===== config.mk =====
export PLATFORM = sky130hd
export DESIGN_NAME = bitmap_cluster_allocator_flat
export DESIGN_NICKNAME = d
export VERILOG_FILES = /design/src/sv/bca_pkg.sv /design/src/sv/bca_if.sv /design/src/sv/bitmap_cluster_allocator.sv /design/src/sv/bca_ram.sv /design/src/sv/bca_div.sv /design/src/flat_wrapper.sv
export SDC_FILE = /design/constraint.sdc
export NUM_CORES = 2
export LEC_CHECK = 0
export ABC_AREA = 0
export BUFFER_PORTS_ARGS = -buffer_cell sky130_fd_sc_hd__clkbuf_2
export CORE_MARGIN = 2
export CORE_UTILIZATION = 55
export CTS_CLUSTER_SIZE = 20
export DETAILED_ROUTE_END_ITERATION = 12
export PLACE_DENSITY = 0.67
export SETUP_SLACK_MARGIN = 0.2
export SLEW_MARGIN = 15
export SYNTH_ARGS = -nofsm -noshare
export SYNTH_HDL_FRONTEND = slang
export SYNTH_SLANG_ARGS = --single-unit
export TNS_END_PERCENT = 100

===== constraint.sdc =====
create_clock -name clock -period 11.2 [get_ports clock]
set_clock_uncertainty 0.15 [all_clocks]
set_input_delay 3.36 -clock clock [delete_from_list [all_inputs] [get_ports clock]]
set_output_delay 3.36 -clock clock [all_outputs]
set_load 0.03 [all_outputs]

===== src/sv/bca_pkg.sv =====
// Package: shared types and constants for the cluster allocator.
package bca_pkg;

   localparam int CSR_IDX_W = 2;
   localparam logic [CSR_IDX_W-1:0] CSR_CLUSTER_SIZE  = 2'd0;
   localparam logic [CSR_IDX_W-1:0] CSR_CLUSTER_COUNT = 2'd1;
   localparam logic [CSR_IDX_W-1:0] CSR_HEAP_BASE     = 2'd2;

   localparam int SIZE_W  = 13;
   localparam int COUNT_W = 11;
   localparam int ADDR_W  = 32;
   localparam int STAT_W  = 2;

   localparam logic FUNC_ALLOC = 1'b0;
   localparam logic FUNC_FREE  = 1'b1;

   localparam logic [STAT_W-1:0] ST_DONE    = 2'd0;
   localparam logic [STAT_W-1:0] ST_NOSPACE = 2'd1;
   localparam logic [STAT_W-1:0] ST_RANGE   = 2'd2;

   localparam logic [SIZE_W-1:0]  SIZE_RST  = 13'd16;
   localparam logic [COUNT_W-1:0] COUNT_RST = 11'd1024;

   typedef enum logic [10:0] {
      S_IDLE   = 11'b00000000001,
      S_CLEAR  = 11'b00000000010,
      S_DIV    = 11'b00000000100,
      S_SCAN   = 11'b00000001000,
      S_SCANW  = 11'b00000010000,
      S_MUL    = 11'b00000100000,
      S_MARK   = 11'b00001000000,
      S_FREE   = 11'b00010000000,
      S_FREEW  = 11'b00100000000,
      S_RESP   = 11'b01000000000,
      S_MARKW  = 11'b10000000000
   } state_type;

endpackage


===== src/sv/bca_if.sv =====
// Interfaces: valid/ready channels for requests and responses.
interface bca_req_if;
   logic                      valid;
   logic                      ready;
   logic                      func;
   logic [bca_pkg::ADDR_W-1:0] request_bytes;
   logic [bca_pkg::ADDR_W-1:0] free_address;
   modport source (output valid, func, request_bytes, free_address, input ready);
   modport sink   (input valid, func, request_bytes, free_address, output ready);
endinterface

interface bca_rsp_if;
   logic                      valid;
   logic                      ready;
   logic [bca_pkg::STAT_W-1:0] status;
   logic [bca_pkg::ADDR_W-1:0] block_address;
   modport source (output valid, status, block_address, input ready);
   modport sink   (input valid, status, block_address, output ready);
endinterface


===== src/sv/bitmap_cluster_allocator.sv =====
// Top level: first-fit bitmap cluster allocator.
// After reset a clearing pass over every bank of both maps runs before any request.
// Allocate: division, cluster scan, multiply, marking bank by bank, then out.
// Free: division, then a read and write per bank touched by the chain walk, then out.
// One request at a time; the response register frees the input once read.
// Reset is synchronous, active high; maps read as all zeros after the clearing pass.
module bitmap_cluster_allocator #(
   parameter int MAX_CLUSTERS = 1024,
   parameter int BANK_BITS    = 32
) (
   input  logic                          clock,
   input  logic                          reset,
   bca_req_if.sink                       req,
   bca_rsp_if.source                     rsp,
   input  logic                          csr_we,
   input  logic [bca_pkg::CSR_IDX_W-1:0] csr_index,
   input  logic [bca_pkg::ADDR_W-1:0]    csr_wdata
);
   localparam int NB   = (MAX_CLUSTERS + BANK_BITS - 1) / BANK_BITS;
   localparam int BA_W = (NB > 1) ? $clog2(NB) : 1;
   localparam int BP_W = $clog2(BANK_BITS);
   localparam int ID_W = $clog2(MAX_CLUSTERS) + 1;
   localparam int MAXID = MAX_CLUSTERS;

   logic [bca_pkg::SIZE_W-1:0]  csize_ff;
   logic [bca_pkg::COUNT_W-1:0] ccount_ff;
   logic [bca_pkg::ADDR_W-1:0]  hbase_ff;

   always_ff @(posedge clock) begin
      if (reset) begin
         csize_ff  <= bca_pkg::SIZE_RST;
         ccount_ff <= bca_pkg::COUNT_RST;
         hbase_ff  <= '0;
      end else if (csr_we) begin
         unique case (csr_index)
            bca_pkg::CSR_CLUSTER_SIZE:  csize_ff  <= csr_wdata[bca_pkg::SIZE_W-1:0];
            bca_pkg::CSR_CLUSTER_COUNT: ccount_ff <= csr_wdata[bca_pkg::COUNT_W-1:0];
            bca_pkg::CSR_HEAP_BASE:     hbase_ff  <= csr_wdata;
            default: ;
         endcase
      end
   end

   logic [bca_pkg::SIZE_W-1:0] cs_eff;
   logic [ID_W:0]              cnt_eff;
   assign cs_eff  = (csize_ff == '0) ? bca_pkg::SIZE_W'(1) : csize_ff;
   assign cnt_eff = ({{(ID_W+1){1'b0}}, ccount_ff} > (ID_W+1+bca_pkg::COUNT_W)'(MAXID))
                    ? (ID_W+1)'(MAXID) : (ID_W+1)'(ccount_ff);

   bca_pkg::state_type st_ff, st_in;
   logic                       func_ff, func_in;
   logic [bca_pkg::ADDR_W-1:0] arg_ff, arg_in;
   logic [bca_pkg::ADDR_W-1:0] q_ff, q_in;
   logic [ID_W:0]              idx_ff, idx_in;
   logic [ID_W:0]              run_ff, run_in;
   logic [ID_W:0]              start_ff, start_in;
   logic [ID_W:0]              end_ff, end_in;
   logic [BA_W-1:0]            clr_ff, clr_in;
   logic                       rv_ff, rv_in;
   logic [bca_pkg::STAT_W-1:0] rst_ff, rst_in;
   logic [bca_pkg::ADDR_W-1:0] radr_ff, radr_in;
   logic [bca_pkg::ADDR_W-1:0] prod_ff, prod_in;

   logic                       div_start, div_done;
   logic [bca_pkg::ADDR_W-1:0] div_q;

   bca_div u_div (
      .clock(clock), .reset(reset), .start(div_start), .dividend(arg_in),
      .divisor(cs_eff), .done(div_done), .quotient(div_q)
   );

   logic                 m_we;
   logic [BA_W-1:0]      m_addr;
   logic [BANK_BITS-1:0] u_wd, c_wd, u_rd, c_rd;

   bca_ram #(.WIDTH(BANK_BITS), .DEPTH(NB)) u_use (
      .clock(clock), .we(m_we), .addr(m_addr), .wdata(u_wd), .rdata(u_rd));
   bca_ram #(.WIDTH(BANK_BITS), .DEPTH(NB)) u_chn (
      .clock(clock), .we(m_we), .addr(m_addr), .wdata(c_wd), .rdata(c_rd));

   logic [BA_W-1:0] ibank;
   logic [BP_W-1:0] ipos;
   assign ibank = BA_W'(idx_ff / BANK_BITS);
   assign ipos  = BP_W'(idx_ff % BANK_BITS);

   assign req.ready     = (st_ff == bca_pkg::S_IDLE) && !rv_ff;
   assign rsp.valid     = rv_ff;
   assign rsp.status    = rst_ff;
   assign rsp.block_address = radr_ff;

   logic [BANK_BITS-1:0] mask;
   logic                 inrun;

   always_comb begin
      st_in = st_ff; func_in = func_ff; arg_in = arg_ff; q_in = q_ff;
      idx_in = idx_ff; run_in = run_ff; start_in = start_ff; end_in = end_ff;
      clr_in = clr_ff; rv_in = rv_ff; rst_in = rst_ff; radr_in = radr_ff;
      prod_in = prod_ff;
      div_start = 1'b0; m_we = 1'b0; m_addr = ibank;
      u_wd = u_rd; c_wd = c_rd; mask = '0; inrun = 1'b0;
      if (rv_ff && rsp.ready) begin
         rv_in = 1'b0;
      end
      unique case (st_ff)
         bca_pkg::S_CLEAR: begin
            m_we = 1'b1; m_addr = clr_ff; u_wd = '0; c_wd = '0;
            clr_in = clr_ff + 1'b1;
            if (clr_ff == BA_W'(NB - 1)) begin
               st_in = bca_pkg::S_IDLE;
            end
         end
         bca_pkg::S_IDLE: begin
            if (req.valid && req.ready) begin
               func_in = req.func;
               if (req.func == bca_pkg::FUNC_ALLOC) begin
                  arg_in = req.request_bytes - 1'b1;
                  if (req.request_bytes == '0) begin
                     rst_in = bca_pkg::ST_NOSPACE; radr_in = '0;
                     st_in = bca_pkg::S_RESP;
                  end else begin
                     st_in = bca_pkg::S_DIV;
                  end
               end else begin
                  arg_in = req.free_address - hbase_ff;
                  st_in = bca_pkg::S_DIV;
               end
               div_start = (st_in == bca_pkg::S_DIV);
            end
         end
         bca_pkg::S_DIV: begin
            if (div_done) begin
               q_in = div_q;
               idx_in = '0; run_in = '0;
               if (func_ff == bca_pkg::FUNC_ALLOC) begin
                  st_in = bca_pkg::S_SCAN;
               end else if (div_q >= bca_pkg::ADDR_W'(cnt_eff)) begin
                  rst_in = bca_pkg::ST_RANGE; radr_in = '0;
                  st_in = bca_pkg::S_RESP;
               end else begin
                  idx_in = (ID_W+1)'(div_q);
                  st_in = bca_pkg::S_FREE;
               end
            end
         end
         bca_pkg::S_SCAN: begin
            // qty = q+1; q can exceed count, so test with full width
            if (idx_ff >= cnt_eff) begin
               rst_in = bca_pkg::ST_NOSPACE; radr_in = '0;
               st_in = bca_pkg::S_RESP;
            end else begin
               st_in = bca_pkg::S_SCANW;
            end
         end
         bca_pkg::S_SCANW: begin
            if (u_rd[ipos]) begin
               run_in = '0;
               idx_in = idx_ff + 1'b1;
               st_in = bca_pkg::S_SCAN;
            end else if ({{(bca_pkg::ADDR_W-ID_W-1){1'b0}}, run_ff} == q_ff) begin
               start_in = idx_ff - run_ff;
               end_in = idx_ff;
               idx_in = idx_ff - run_ff;
               st_in = bca_pkg::S_MUL;
            end else begin
               run_in = run_ff + 1'b1;
               idx_in = idx_ff + 1'b1;
               st_in = bca_pkg::S_SCAN;
            end
         end
         bca_pkg::S_MUL: begin
            prod_in = bca_pkg::ADDR_W'(start_ff) * bca_pkg::ADDR_W'(cs_eff);
            st_in = bca_pkg::S_MARK;
         end
         bca_pkg::S_MARK: begin
            st_in = bca_pkg::S_MARKW;
         end
         bca_pkg::S_MARKW: begin
            for (int b = 0; b < BANK_BITS; b++) begin
               inrun = ((ID_W+1)'(idx_ff / BANK_BITS * BANK_BITS + b) >= start_ff) &&
                       ((ID_W+1)'(idx_ff / BANK_BITS * BANK_BITS + b) <= end_ff);
               mask[b] = inrun;
            end
            m_we = 1'b1;
            u_wd = u_rd | mask;
            c_wd = (c_rd | mask);
            if (end_ff / BANK_BITS == idx_ff / BANK_BITS) begin
               c_wd[BP_W'(end_ff % BANK_BITS)] = 1'b0;
               rst_in = bca_pkg::ST_DONE;
               radr_in = hbase_ff + prod_ff;
               st_in = bca_pkg::S_RESP;
            end else begin
               idx_in = (ID_W+1)'((idx_ff / BANK_BITS + 1'b1) * BANK_BITS);
               st_in = bca_pkg::S_MARK;
            end
         end
         bca_pkg::S_FREE: begin
            st_in = bca_pkg::S_FREEW;
         end
         bca_pkg::S_FREEW: begin
            // clear from idx while chain bits continue, within this bank
            m_we = 1'b1;
            u_wd = u_rd; c_wd = c_rd;
            st_in = bca_pkg::S_RESP;
            rst_in = bca_pkg::ST_DONE; radr_in = '0;
            inrun = 1'b1;
            for (int b = 0; b < BANK_BITS; b++) begin
               if (BP_W'(b) >= ipos && inrun) begin
                  u_wd[b] = 1'b0;
                  if (!c_rd[b]) begin
                     inrun = 1'b0;
                  end
                  c_wd[b] = 1'b0;
               end
            end
            if (inrun && (ibank != BA_W'(NB - 1))) begin
               idx_in = (ID_W+1)'((idx_ff / BANK_BITS + 1'b1) * BANK_BITS);
               st_in = bca_pkg::S_FREE;
            end
         end
         bca_pkg::S_RESP: begin
            if (!rv_ff) begin
               rv_in = 1'b1;
               st_in = bca_pkg::S_IDLE;
            end
         end
         default: st_in = bca_pkg::S_IDLE;
      endcase
   end

   always_ff @(posedge clock) begin
      if (reset) begin
         st_ff  <= bca_pkg::S_CLEAR;
         clr_ff <= '0;
         rv_ff  <= 1'b0;
      end else begin
         st_ff  <= st_in;
         clr_ff <= clr_in;
         rv_ff  <= rv_in;
      end
      func_ff <= func_in; arg_ff <= arg_in; q_ff <= q_in; idx_ff <= idx_in;
      run_ff <= run_in; start_ff <= start_in; end_ff <= end_in;
      rst_ff <= rst_in; radr_ff <= radr_in; prod_ff <= prod_in;
   end
endmodule


===== src/sv/bca_ram.sv =====
// Generic single-port RAM with registered read.
module bca_ram #(
   parameter int WIDTH = 32,
   parameter int DEPTH = 32
) (
   input  logic                     clock,
   input  logic                     we,
   input  logic [$clog2(DEPTH)-1:0] addr,
   input  logic [WIDTH-1:0]         wdata,
   output logic [WIDTH-1:0]         rdata
);
   logic [WIDTH-1:0] mem [DEPTH];

   always_ff @(posedge clock) begin
      if (we) begin
         mem[addr] <= wdata;
      end
      rdata <= mem[addr];
   end
endmodule


===== src/sv/bca_div.sv =====
// Restoring divider, one quotient bit per cycle.
module bca_div (
   input  logic                       clock,
   input  logic                       reset,
   input  logic                       start,
   input  logic [bca_pkg::ADDR_W-1:0] dividend,
   input  logic [bca_pkg::SIZE_W-1:0] divisor,
   output logic                       done,
   output logic [bca_pkg::ADDR_W-1:0] quotient
);
   localparam int CNT_W = $clog2(bca_pkg::ADDR_W + 1);
   logic [bca_pkg::ADDR_W-1:0] q_ff, q_in;
   logic [bca_pkg::SIZE_W:0]   r_ff, r_in;
   logic [CNT_W-1:0]           cnt_ff, cnt_in;
   logic                       busy_ff, busy_in;
   logic [bca_pkg::SIZE_W:0]   trial;

   always_comb begin
      q_in    = q_ff;
      r_in    = r_ff;
      cnt_in  = cnt_ff;
      busy_in = busy_ff;
      trial   = {r_ff[bca_pkg::SIZE_W-1:0], q_ff[bca_pkg::ADDR_W-1]};
      if (start) begin
         q_in    = dividend;
         r_in    = '0;
         cnt_in  = CNT_W'(bca_pkg::ADDR_W);
         busy_in = 1'b1;
      end else if (busy_ff) begin
         if (trial >= {1'b0, divisor}) begin
            r_in = trial - {1'b0, divisor};
            q_in = {q_ff[bca_pkg::ADDR_W-2:0], 1'b1};
         end else begin
            r_in = trial;
            q_in = {q_ff[bca_pkg::ADDR_W-2:0], 1'b0};
         end
         cnt_in = cnt_ff - 1'b1;
         if (cnt_ff == CNT_W'(1)) begin
            busy_in = 1'b0;
         end
      end
   end

   always_ff @(posedge clock) begin
      if (reset) begin
         busy_ff <= 1'b0;
         cnt_ff  <= '0;
      end else begin
         busy_ff <= busy_in;
         cnt_ff  <= cnt_in;
      end
      q_ff <= q_in;
      r_ff <= r_in;
   end

   assign done     = busy_ff && (cnt_ff == CNT_W'(1));
   assign quotient = q_in;
endmodule


===== src/flat_wrapper.sv =====
// flat-port wrapper written by rule: the top's interface ports become plain ports
module bitmap_cluster_allocator_flat 
#(
   parameter int MAX_CLUSTERS = 1024,
   parameter int BANK_BITS    = 32
)
  (clock, reset, csr_we, csr_index, csr_wdata, req_valid, req_func, req_request_bytes, req_free_address, req_ready, rsp_valid, rsp_status, rsp_block_address, rsp_ready);
  bca_req_if req_i ();
  bca_rsp_if rsp_i ();
  input  logic clock;
  input  logic reset;
  input  logic csr_we;
  input  logic [bca_pkg::CSR_IDX_W-1:0] csr_index;
  input  logic [bca_pkg::ADDR_W-1:0] csr_wdata;
  input wire logic [$bits(req_i.valid)-1:0] req_valid;
  input wire logic [$bits(req_i.func)-1:0] req_func;
  input wire logic [$bits(req_i.request_bytes)-1:0] req_request_bytes;
  input wire logic [$bits(req_i.free_address)-1:0] req_free_address;
  output wire logic [$bits(req_i.ready)-1:0] req_ready;
  output wire logic [$bits(rsp_i.valid)-1:0] rsp_valid;
  output wire logic [$bits(rsp_i.status)-1:0] rsp_status;
  output wire logic [$bits(rsp_i.block_address)-1:0] rsp_block_address;
  input wire logic [$bits(rsp_i.ready)-1:0] rsp_ready;
  assign req_i.valid = req_valid;
  assign req_i.func = req_func;
  assign req_i.request_bytes = req_request_bytes;
  assign req_i.free_address = req_free_address;
  assign req_ready = req_i.ready;
  assign rsp_valid = rsp_i.valid;
  assign rsp_status = rsp_i.status;
  assign rsp_block_address = rsp_i.block_address;
  assign rsp_i.ready = rsp_ready;
  bitmap_cluster_allocator #(.MAX_CLUSTERS(MAX_CLUSTERS), .BANK_BITS(BANK_BITS)) u_core (.clock(clock), .reset(reset), .req(req_i), .rsp(rsp_i), .csr_we(csr_we), .csr_index(csr_index), .csr_wdata(csr_wdata));
endmodule

==> metrics.txt <==
crit-path max FO=18; ANT nets after route=0; sequential cell area=0.0695 sq mm; global route overflow=0; TritonCTS clock tree=yes; filler cell count=13300; CTS sink count=2380; root buffer cell=clkbuf_16; status=completed; # setup viols final=0; vias in the first global route=58400; net switching power=6.91 mW; sequential cell area fraction in the yosys report=68.0%; Synth Net Count=6641; Sum Neg Setup Slack=0 ns; worst hold slack=0.294 ns; post-synthesis cell count=6231; htree depth=4; Yosys warning count=0; # DRC=0; boundary pin count=140; Power Density=211 mW/mm^2; commonest register cell after synthesis=edfxtp_1; final WL=292000 microns; Pre-Repair DR Iteration Count=7; initial DRC count=7627; LEAKAGE=38.6 nW; hold buffers post-CTS=0; Hold Path Class=flip-flop to flip-flop; Mapped Avg Cell Area=16.4 sq um; PortBufs=139; Core Area=0.185 sq mm; Critical Path AT=8.92 ns; Reg power frac=46.4%; Comb pwr share=21.9%; Worst-Skew Late Latency=0.89 ns; Initial Utilization=55.3%; fraction of layout cells with a size suffix above 1=19.8%; post-synthesis register bit count=2380; Final Max Tran Viols=0; Final HPWL DP=174000 microns; unrepaired setup endpoints after global routing=false; Clock power frac=31.7%; GPL Wtd Cong=0.969; most common cell after layout, fill and taps aside=edfxtp_1; # rows=158; maximum VDD drop=213 uV; Final Cycle Share=74.4%; Worst Max-Slew Pin Slew=1.31 ns; nets@finish=6882; via/cell ratio=6.52; fmax=120 MHz; max-cap violation count=0; largest net degree at the start of global routing=115; Reg clk slew, reported paths=0.06 ns; worst setup path class=input pin to flip-flop; Critical Path Start Type=input pin; Synth cell types=91; Switching Fraction=28.6%; WP data required=11.79 ns; cts bufs inserted=232; Tot GR Track Use=30.7%; Slew HR=12.2%; Resize count post-CTS=0; DR vias=59700; Synth-to-Final Area Change=12.1%; initial antenna violation count=7; Clock Tree Buf Depth=3; area of the multi-input gates=0.0313 sq mm; fraction of registers with async set or reset after synthesis=0%; Die W=435 microns; setup bufs post-CTS=0; Die ar.=0.189 sq mm; most frequent cells in the layout=2188 x edfxtp_1, 512 x mux4_2, 404 x nand2_1; CP endpoint kind=flip-flop; Mapped Area=0.102 sq mm; EDFF count, synth=2188; drt wl/cell=31.8 microns; Int Power=17.3 mW; post-layout minimum cycle time=8.33 ns; global-route wire length before repair=418000 microns; die height=435 microns; final-report hold violation count=0
worst paths after layout:
path                                         from                    endpoint  slack (ns)  cells past startpoint
setup / recovery            req_request_bytes[15]  u_core.idx_ff[6]$_DFFE_PP_        2.87                     22
setup reg to reg  u_core.csize_ff[9]$_SDFFE_PP0P_  u_core.idx_ff[6]$_DFFE_PP_        2.91                     32
hold / removal           u_core.arg_ff[0]$_DFF_P_    u_core.arg_ff[0]$_DFF_P_        0.29                      2
hold reg to reg          u_core.arg_ff[0]$_DFF_P_    u_core.arg_ff[0]$_DFF_P_        0.29                      2
registers in the layout, indices dropped and copies added (netlist names), 2 cells and up:
register                  count
u_core.q_ff                  32
u_core.u_use.rdata           32
u_core.u_chn.mem           1024
u_core.u_use.mem           1024
u_core.end_ff                12
u_core.u_div.q_ff            32
u_core.u_div.cnt_ff           6
u_core.prod_ff               25
u_core.u_div.r_ff            13
u_core.run_ff                12
u_core.arg_ff                 3
u_core.clr_ff                 5
u_core.start_ff              12
u_core.idx_ff                12
u_core.ccount_ff             11
u_core.st_ff                 11
u_core.csize_ff              13
u_core.rsp.status             2
u_core.hbase_ff              32
u_core.u_chn.rdata           32
u_core.rsp.block_address     32
worst max-delay path, cell delays in order:
cell and delay (ns):
clkbuf_2 0.12, nor4_1 0.73, nand3b_1 0.27, nor4_4 0.54, nand2b_1 0.18, buf_4 0.29, nand2_1 0.08, o21ai_0 0.23
inv_1 0.09, ha_1 0.30, nor2b_1 0.12, o21ai_0 0.10, a21oi_1 0.17, o21ai_0 0.11, a311oi_1 0.31, o21bai_1 0.15
nor4_1 0.24, nor4b_1 0.25, nand3_1 0.16, nor4_4 0.33, and4_1 0.53, a221o_1 0.23
metrics by stage:
| step | utilization, % | power [mW] | setup WS, ns | cell area [sq um] | cells |
|---|---|---|---|---|---|
| 2_1_floorplan | - | 14.8 | 2.14 | 102000 | 6231 |
| 3_3_place_gp | 57.8 | 16.6 | 1.93 | 107000 | 8715 |
| 3_5_place_dp | 57.8 | 16.6 | 2.03 | 107000 | 8715 |
| 4_1_cts | 61.8 | 24.2 | 2.98 | 114000 | 9154 |
| 5_1_grt | 61.9 | 25.0 | 2.22 | 115000 | 9157 |
| 6_report | 61.9 | 24.2 | 2.87 | 115000 | 9158 |
cell type report:
cell class	count	share of cell area, %
Inverter	248	0.812
Multi-Input combinational cell	3289	27.3
Tap cell	2480	2.71
Sequential cell	2380	60.7
Timing Repair Buffer	321	1.91
Antenna cell	1	0.00218
Clock inverter	120	0.912
Clock buffer	319	5.67
synthesized netlist by cell type (97+ instances only):
cell,number,area (sq um)
dfxtp_1,192,3840
mux4_2,512,11500
a22oi_1,232,1740
a21oi_1,307,1540
clkbuf_1,226,848
inv_1,243,912
o21ai_0,162,811
ha_1,192,2400
fa_1,114,2280
edfxtp_1,2188,65700
nand2_1,404,1520
nor2_1,375,1410
xnor2_1,97,850
metal layers:
metal	share of wire, %	global-route usage, %	vias up
met5	0.022	0	-
met4	4.2	11.5	10
met3	8.3	4.47	584
met2	48	49.1	3124
met1	40	43.1	31000
li1	-	-	25000
power by group through the flow:
stage	clock network [mW]	registers [mW]	logic [mW]
3_5_place_dp	0	11.4	5.27
6_report	7.66	11.2	5.29
2_1_floorplan	0	11.2	3.59
3_3_place_gp	0	11.3	5.22
4_1_cts	7.75	11.2	5.30
5_1_grt	8.08	11.2	5.66
cell families after synthesis:
logic type                 Yosys count  share of synthesized area [%]
and+or+nand+nor                   1272                           5.89
AOI/OAI and AO/OA                  997                           6.28
xor gates and xnor gates           138                           1.18
muxes                              576                           11.9
DFF                               2380                           68.0
buffers and inverters              562                           2.13
adders and majority gates          306                           4.58
No activity file was read; power rests on OpenSTA's default activity.
